--- src/hdl/slc_pkg.sv ---
`timescale 1ns / 1ps
// ----------------------------------------------------------------------------
// slc_pkg
// Shared types and constants for the stop-and-wait link controller.
// ----------------------------------------------------------------------------
package slc_pkg;

  // default width of the time stamps
  localparam int TIME_BITS_DEF = 32;

  // register reset values
  localparam logic [31:0] ACK_TIMEOUT_RESET = 32'd500000;
  localparam logic [31:0] RESEND_RESET      = 32'd30000;

  // sequence wrap limits
  localparam logic [7:0] WRAP_NEW_BELOW = 8'd5;
  localparam logic [7:0] WRAP_OLD_ABOVE = 8'd250;

  // register indexes
  localparam logic REG_ACK_TIMEOUT = 1'b0;
  localparam logic REG_RESEND      = 1'b1;

  // item opcodes
  localparam logic OP_POLL  = 1'b0;
  localparam logic OP_QUEUE = 1'b1;

  // send kinds
  typedef enum logic [1:0] {
    SK_NONE   = 2'd0,
    SK_ACK    = 2'd1,
    SK_FIRST  = 2'd2,
    SK_RESEND = 2'd3
  } send_kind_t;

  // stream widths
  localparam int IN_TDATA_W  = 48;
  localparam int OUT_TDATA_W = 16;

  // one input item
  typedef struct packed {
    logic        opcode;
    logic [31:0] now_us;
    logic        rx_valid;
    logic        rx_is_ack;
    logic        rx_is_connect;
    logic [7:0]  rx_counter;
    logic        pending_is_connect;
  } item_t;

  // one result item
  typedef struct packed {
    send_kind_t  send_kind;
    logic [7:0]  frame_counter;
    logic        proceed;
    logic        deliver;
    logic        link_reset;
  } result_t;

  // configuration values seen by the core
  typedef struct packed {
    logic [31:0] ack_timeout_us;
    logic [31:0] resend_interval_us;
  } cfg_t;

endpackage

--- src/hdl/slc_regs.sv ---
`timescale 1ns / 1ps
// ----------------------------------------------------------------------------
// slc_regs
// APB register file holding the ack timeout and the resend interval.
// ----------------------------------------------------------------------------
module slc_regs (
  input  logic              clk,
  input  logic              rst,
  input  logic              psel,
  input  logic              penable,
  input  logic              pwrite,
  input  logic [2:0]        paddr,
  input  logic [31:0]       pwdata,
  output logic [31:0]       prdata,
  output logic              pready,
  output slc_pkg::cfg_t     cfg
);
  import slc_pkg::*;

  logic ack_timeout_us_sel;
  logic wr_en;

  assign pready             = 1'b1;
  assign wr_en              = psel && penable && pwrite && pready;
  assign ack_timeout_us_sel = (paddr[2] == REG_ACK_TIMEOUT);

  // register write transfer
  always_ff @(posedge clk) begin
    if (rst) begin
      cfg.ack_timeout_us     <= ACK_TIMEOUT_RESET;
      cfg.resend_interval_us <= RESEND_RESET;
    end else if (wr_en) begin
      if (ack_timeout_us_sel) begin
        cfg.ack_timeout_us <= pwdata;
      end else begin
        cfg.resend_interval_us <= pwdata;
      end
    end
  end

  // read mux
  always_comb begin
    case (paddr[2])
      REG_ACK_TIMEOUT: prdata = cfg.ack_timeout_us;
      REG_RESEND:      prdata = cfg.resend_interval_us;
      default:         prdata = '0;
    endcase
  end

endmodule

--- src/hdl/slc_core.sv ---
`timescale 1ns / 1ps
// ----------------------------------------------------------------------------
// slc_core
// Link state and the per-item decision: sends, resends, acks and delivery.
// ----------------------------------------------------------------------------
module slc_core #(
  parameter int TIME_BITS = slc_pkg::TIME_BITS_DEF
) (
  input  logic              clk,
  input  logic              rst,
  input  logic              fire,
  input  slc_pkg::item_t    item,
  input  slc_pkg::cfg_t     cfg,
  output slc_pkg::result_t  result
);
  import slc_pkg::*;

  localparam int CMP_W = (TIME_BITS > 32) ? TIME_BITS : 32;

  // link state
  logic                 waiting_for_ack, waiting_for_ack_next;
  logic                 send_pending, send_pending_next;
  logic                 pending_connect_kept, pending_connect_kept_next;
  logic [7:0]           last_tx_counter, last_tx_counter_next;
  logic [7:0]           last_rx_counter, last_rx_counter_next;
  logic [7:0]           ack_counter_kept, ack_counter_kept_next;
  logic [TIME_BITS-1:0] sent_time, sent_time_next;
  logic [TIME_BITS-1:0] resent_time, resent_time_next;

  logic [CMP_W-1:0]     now_wide;
  logic [TIME_BITS-1:0] now;
  logic [TIME_BITS-1:0] resent_eff;
  logic [TIME_BITS-1:0] since_sent;
  logic [TIME_BITS-1:0] since_resent;
  logic                 timed_out;
  logic                 resend_due;
  logic                 rx_fresh;

  // time arithmetic, modulo the stamp width
  assign now_wide     = CMP_W'(item.now_us);
  assign now          = now_wide[TIME_BITS-1:0];
  assign resent_eff   = (resent_time < sent_time) ? sent_time : resent_time;
  assign since_sent   = now - sent_time;
  assign since_resent = now - resent_eff;
  assign timed_out    = CMP_W'(since_sent) > CMP_W'(cfg.ack_timeout_us);
  assign resend_due   = CMP_W'(since_resent) > CMP_W'(cfg.resend_interval_us);

  // fresh counter, with wraparound near the top
  assign rx_fresh = (item.rx_counter > last_rx_counter) ||
                    ((item.rx_counter < WRAP_NEW_BELOW) &&
                     (last_rx_counter > WRAP_OLD_ABOVE));

  // decision for one item
  always_comb begin
    waiting_for_ack_next      = waiting_for_ack;
    send_pending_next         = send_pending;
    pending_connect_kept_next = pending_connect_kept;
    last_tx_counter_next      = last_tx_counter;
    last_rx_counter_next      = last_rx_counter;
    ack_counter_kept_next     = ack_counter_kept;
    sent_time_next            = sent_time;
    resent_time_next          = resent_time;
    result                    = '0;
    result.send_kind          = SK_NONE;

    if (item.opcode == OP_QUEUE) begin
      last_tx_counter_next      = last_tx_counter + 8'd1;
      pending_connect_kept_next = item.pending_is_connect;
      sent_time_next            = now;
      send_pending_next         = 1'b1;
    end else if (waiting_for_ack) begin
      if (item.rx_valid) begin
        if (item.rx_is_ack) begin
          waiting_for_ack_next = 1'b0;
        end else begin
          result.send_kind     = SK_ACK;
          result.frame_counter = ack_counter_kept;
        end
      end else begin
        resent_time_next = resent_eff;
        if (timed_out) begin
          waiting_for_ack_next = 1'b0;
          result.proceed       = 1'b1;
          result.link_reset    = 1'b1;
        end else if (resend_due && !pending_connect_kept) begin
          resent_time_next     = now;
          result.send_kind     = SK_RESEND;
          result.frame_counter = last_tx_counter;
        end
      end
    end else if (send_pending) begin
      waiting_for_ack_next = 1'b1;
      send_pending_next    = 1'b0;
      sent_time_next       = now;
      result.send_kind     = SK_FIRST;
      result.frame_counter = last_tx_counter;
    end else if (item.rx_valid) begin
      if (!item.rx_is_ack) begin
        ack_counter_kept_next = last_tx_counter;
        result.send_kind      = SK_ACK;
        result.frame_counter  = last_tx_counter;
        result.proceed        = 1'b1;
        if (item.rx_is_connect) begin
          last_rx_counter_next = item.rx_counter;
          result.deliver       = 1'b1;
          result.link_reset    = 1'b1;
        end else if (rx_fresh) begin
          last_rx_counter_next = item.rx_counter;
          result.deliver       = 1'b1;
        end
      end
    end else begin
      result.proceed = 1'b1;
    end
  end

  // state update on each processed item
  always_ff @(posedge clk) begin
    if (rst) begin
      waiting_for_ack      <= 1'b0;
      send_pending         <= 1'b0;
      pending_connect_kept <= 1'b0;
      last_tx_counter      <= '0;
      last_rx_counter      <= '0;
      ack_counter_kept     <= '0;
      sent_time            <= '0;
      resent_time          <= '0;
    end else if (fire) begin
      waiting_for_ack      <= waiting_for_ack_next;
      send_pending         <= send_pending_next;
      pending_connect_kept <= pending_connect_kept_next;
      last_tx_counter      <= last_tx_counter_next;
      last_rx_counter      <= last_rx_counter_next;
      ack_counter_kept     <= ack_counter_kept_next;
      sent_time            <= sent_time_next;
      resent_time          <= resent_time_next;
    end
  end

endmodule

--- src/hdl/stop_and_wait_link_control.sv ---
`timescale 1ns / 1ps
// an accepted item passes the input register, then the result register; a stalled result can hold it back
// throughput: one item per cycle while m_tready is high, set by the single decision pass in slc_core
// the result register frees the input side while a result waits to be taken
// reset: synchronous, active high; clears link state, both stage valids and
// loads the timeout and resend registers with their defaults
// ----------------------------------------------------------------------------
// stop_and_wait_link_control
// Stop-and-wait acknowledged link controller with stream ports and APB setup.
// ----------------------------------------------------------------------------
module stop_and_wait_link_control #(
  parameter int TIME_BITS = slc_pkg::TIME_BITS_DEF
) (
  input  logic                            clk,
  input  logic                            rst,
  // input stream
  input  logic                            s_tvalid,
  output logic                            s_tready,
  // now_us[31:0], rx_valid[32], rx_is_ack[33], rx_is_connect[34],
  // rx_counter[42:35], pending_is_connect[43], zero[47:44]
  input  logic [slc_pkg::IN_TDATA_W-1:0]  s_tdata,
  // opcode[0]
  input  logic                            s_tuser,
  // result stream
  output logic                            m_tvalid,
  input  logic                            m_tready,
  // frame_counter[7:0], proceed[8], deliver[9], link_reset[10], zero[15:11]
  output logic [slc_pkg::OUT_TDATA_W-1:0] m_tdata,
  // send_kind[1:0]
  output logic [1:0]                      m_tuser,
  // configuration port
  input  logic                            psel,
  input  logic                            penable,
  input  logic                            pwrite,
  input  logic [2:0]                      paddr,
  input  logic [31:0]                     pwdata,
  output logic [31:0]                     prdata,
  output logic                            pready
);
  import slc_pkg::*;

  cfg_t    cfg;
  item_t   item;
  logic    item_valid;
  result_t result;
  result_t res_q;
  logic    advance;

  // configuration registers
  slc_regs u_regs (
    .clk     (clk),
    .rst     (rst),
    .psel    (psel),
    .penable (penable),
    .pwrite  (pwrite),
    .paddr   (paddr),
    .pwdata  (pwdata),
    .prdata  (prdata),
    .pready  (pready),
    .cfg     (cfg)
  );

  // stage hand-off: item moves into the result register when it is free
  assign advance  = item_valid && (!m_tvalid || m_tready);
  assign s_tready = !item_valid || advance;

  // input register
  always_ff @(posedge clk) begin
    if (rst) begin
      item_valid <= 1'b0;
    end else if (s_tready) begin
      item_valid <= s_tvalid;
    end
  end

  always_ff @(posedge clk) begin
    if (s_tready && s_tvalid) begin
      item.opcode             <= s_tuser;
      item.now_us             <= s_tdata[31:0];
      item.rx_valid           <= s_tdata[32];
      item.rx_is_ack          <= s_tdata[33];
      item.rx_is_connect      <= s_tdata[34];
      item.rx_counter         <= s_tdata[42:35];
      item.pending_is_connect <= s_tdata[43];
    end
  end

  // link decision and state
  slc_core #(
    .TIME_BITS (TIME_BITS)
  ) u_core (
    .clk    (clk),
    .rst    (rst),
    .fire   (advance),
    .item   (item),
    .cfg    (cfg),
    .result (result)
  );

  // result register
  always_ff @(posedge clk) begin
    if (rst) begin
      m_tvalid <= 1'b0;
    end else if (advance) begin
      m_tvalid <= 1'b1;
    end else if (m_tready) begin
      m_tvalid <= 1'b0;
    end
  end

  always_ff @(posedge clk) begin
    if (advance) begin
      res_q <= result;
    end
  end

  assign m_tuser = res_q.send_kind;
  assign m_tdata = {5'd0, res_q.link_reset, res_q.deliver, res_q.proceed,
                    res_q.frame_counter};

endmodule

--- config.mk ---
export PLATFORM = sky130hd
export DESIGN_NAME = stop_and_wait_link_control
export DESIGN_NICKNAME = d
export VERILOG_FILES = /design/src/hdl/slc_pkg.sv /design/src/hdl/slc_regs.sv /design/src/hdl/slc_core.sv /design/src/hdl/stop_and_wait_link_control.sv
export SDC_FILE = /design/constraint.sdc
export NUM_CORES = 1
export LEC_CHECK = 0
export BUFFER_PORTS_ARGS = -buffer_cell sky130_fd_sc_hd__buf_2
export CORE_ASPECT_RATIO = 1.5
export CORE_UTILIZATION = 40
export DETAILED_ROUTE_END_ITERATION = 12
export PLACE_DENSITY = 0.55
export REMOVE_ABC_BUFFERS = 1
export SETUP_SLACK_MARGIN = 0.1
export SLEW_MARGIN = 5
export SYNTH_ARGS = -nofsm -noshare
export SYNTH_HDL_FRONTEND = slang
export SYNTH_SLANG_ARGS = --single-unit
--- constraint.sdc ---
create_clock -name clk -period 9.4 [get_ports clk]
set_clock_uncertainty 0.1 [all_clocks]
set_input_delay 1.88 -clock clk [delete_from_list [all_inputs] [get_ports clk]]
set_output_delay 1.88 -clock clk [all_outputs]
set_load 0.005 [all_outputs]
==> flow_summary.yaml <==
timing:
  whs_ns: 0.354
  finalSetupViolCount: 0
  setup_ws_ns: 0.840
  fmax_mhz: 117
  worst_slew_pin_slew_ns: 1.05
  max-slew-margin-rel: 0.299
  hold_viol: 0
  fin_crit_ns: 8.56
  min_period_over_period: 0.911
  drv_slew: 0
  fin_setup_tns_ns: 0
  rsz0062_at_grt: "false"
status:
  status: "complete, no violations"
floorplanning:
  core_um2: 34100
  row_count: 83
  io_pins: 144
  start_util: 0.405
  die_area_um2: 35300
  fp.dieH_um: 230
  die_w_um: 154
synth:
  synth_seq_cells: 215
  yosys.area_share.simple: 0.169
  synth_xor_area_frac: 0.0387
  synth_top_family_by_area: "compound AO/OA/AOI/OAI gates"
  syn_area_um2: 13800
  synth_mux_area_frac: 0.0148
  syn_avg_cell_area_um2: 8.36
  yosys_warnings: 0
  async_flop_share: 0
  synth-edff-count: 58
  ys_types: 66
  synth_flop_cell: "dfxtp_1"
  synth_cells: 1652
  yosys.area_share.adder: 0.154
  synth-seq-area-share: 0.354
  synth_compound_area_frac: 0.212
clock_tree:
  holdBufCountCts: 0
  cts_resized: 0
  post_cts_buffers: 0
  clk_pin_slew_ns: 0.06
  clock_latency_ns: 0.54
  htreeDepth: 1
  clockBufferDepth: 3
  clockRootBuffer: "clkbuf_16"
  cts_tree: "done"
  numCtsBuffers: 24
  clkSinkCount: 215
worst_setup_path:
  cp-end-kind: "register"
  cp-start-kind: "register"
  worstSetupPathType: "register to register"
  critical_path_arrival_ns: 8.92
  critPathRequiredTime_ns: 9.76
  r2r_setup_slack_ns: 0.84
  cpPeakStageDelay_ns: 0.61
  cp_max_fo: 27
  slowest_stage: "o21ai_1"
routing:
  first_pass_iters: 6
  drt_iter0_markers: 550
  route.detailed.drc: 0
  postRouteAntennaNets: 0
  avgViaCountPerCell: 5.43
  routedWlPerCell_um: 17.9
  wl_um: 39200
  vias: 11926
global_route:
  grt_pass1_vias: 11938
  grt_max_degree: 86
  grt_use_total: 0.223
  overflow: 0
  grt_pass1_wl_um: 61400
  antenna_found_initial: 1
pwr:
  power.leakage_nw: 6.44
  powerDensity_nw_per_um2: 162
  vdd.ir_drop.worst_mv: 0.156
placed_design:
  gp_congestion: 0.929
  post-place-ws_ns: 0.959
  placed_area_um2: 14900
  portBuffers: 131
  hpwl_um: 29800
min_path:
  worstHoldPathType: "register to register"
cells_and_area:
  fin_util: 0.461
  drive_gt1_frac: 0.111
  num-fill-cells: 3435
  finalInstanceArea_um2: 15700
  num_antenna_cells: 0
  area_growth_syn_to_layout_pct: 13.7
  fin_nets: 2014
run:
  max_cap_viol_count: 0
-- power breakdown --
| group | leakage (nW) | internal (W) | switching [W] |
|---|---|---|---|
| logic | 4.22 | 0.000210 | 0.000321 |
| clock network | 0.393 | 0.000611 | 0.000392 |
| registers | 1.83 | 0.000980 | 0.0000264 |
| total | 6.44 | 0.00180 | 0.000739 |
-- final cells by class --
class,count,area [um2],area share
Clock buffer,33,676,0.0430
Clock inverter,11,158,0.0100
Inverter,130,488,0.0311
Multi-Input combinational cell,1240,8220,0.523
Sequential cell,215,4880,0.311
Tap cell,425,532,0.0339
Timing Repair Buffer,143,748,0.0476
-- cells in the final DEF, fill, tap and decap left out, types with 6 or more instances in the layout --
cell	Yosys	routed
nor4_1	7	7
o21bai_1	9	9
ha_1	167	167
xor2_1	22	22
nor2_1	115	112
mux2i_1	17	17
clkbuf_1	58	6
a21o_1	50	50
edfxtp_1	58	58
nand2_1	237	237
o21a_1	12	12
buf_2	3	130
nand2b_1	15	15
nor3_1	22	20
dfxtp_1	157	157
and3_1	7	7
xnor2_1	39	39
a21oi_1	206	205
and2_0	30	30
a221o_1	34	34
o21ai_0	70	70
a211o_1	15	15
nor2b_1	14	14
o21ai_1	16	15
a211oi_1	6	6
conb_1	2	6
inv_1	129	129
a22o_1	7	7
nand4_1	26	26
nand3_1	23	22
clkbuf_16	0	25
o211ai_1	8	8
buf_4	6	13
-- synthesized netlist by cell type (all sizes together), types with 8 or more instances --
master	count	share of area
dfxtp	157	0.23
buf	13	0.0054
a21oi	206	0.075
a21o	50	0.027
o21a	13	0.0072
nand2b	15	0.0068
mux2i	17	0.012
and2	36	0.016
nand4	26	0.012
nor3	22	0.0080
o211ai	8	0.0043
o21bai	9	0.0049
xor2	22	0.014
nand3	23	0.0083
nor2	115	0.031
nor2b	14	0.0063
o21ai	87	0.032
inv	130	0.035
edfxtp	58	0.13
xnor2	39	0.025
a211o	15	0.0095
a221o	34	0.025
nand2	237	0.064
ha	167	0.15
clkbuf	58	0.016
-- flip-flops by register name, summed over array words and instances (netlist names), 8 cells and up --
signal / flops
m_tdata: 11
u_core.sent_time: 32
u_core.resent_time: 32
u_core.last_tx_counter: 8
u_regs.cfg: 64
item: 45
u_core.last_rx_counter: 8
u_core.ack_counter_kept: 8
-- metrics by stage --
| step | std cells | power, W |
|---|---|---|
| floorplan | 1585 | 0.00137 |
| global placement | 2153 | 0.00155 |
| detailed placement | 2153 | 0.00156 |
| CTS | 2197 | 0.00257 |
| global route | 2197 | 0.00267 |
| finish | 2197 | 0.00254 |
-- final timing paths --
kind,startpoint,end,cells past startpoint
max,u_core.sent_time[25],u_core.resent_time[13],31
min,u_regs.cfg[35],u_regs.cfg[35],2
max reg2reg,u_core.sent_time[25],u_core.resent_time[13],31
min reg2reg,u_regs.cfg[35],u_regs.cfg[35],2
-- cell families after synthesis --
logic type,after synthesis
buffers and inverters,201
adders and majority gates,169
xor gates and xnor gates,61
and+or+nand+nor,520
muxes,20
other,2
AOI/OAI and AO/OA,464
DFF,215
-- layer usage --
metal,share of wire,up-vias,GRT usage
li1,-,6019,-
met2,0.55,241,0.441
met4,0.058,2,0.132
met3,0.034,96,0.0248
met5,0.00020,-,0
met1,0.36,5568,0.218
-- critical path, delay by kind of cell (launching register included) --
| family | cells | cell delay [ns] |
|---|---|---|
| fa+ha+maj | 3 | 0.95 |
| simple gates | 10 | 2.27 |
| buf+inv | 3 | 0.83 |
| compound gates | 15 | 3.97 |
| flops | 1 | 0.36 |
(Power assumes the default switching activity.)
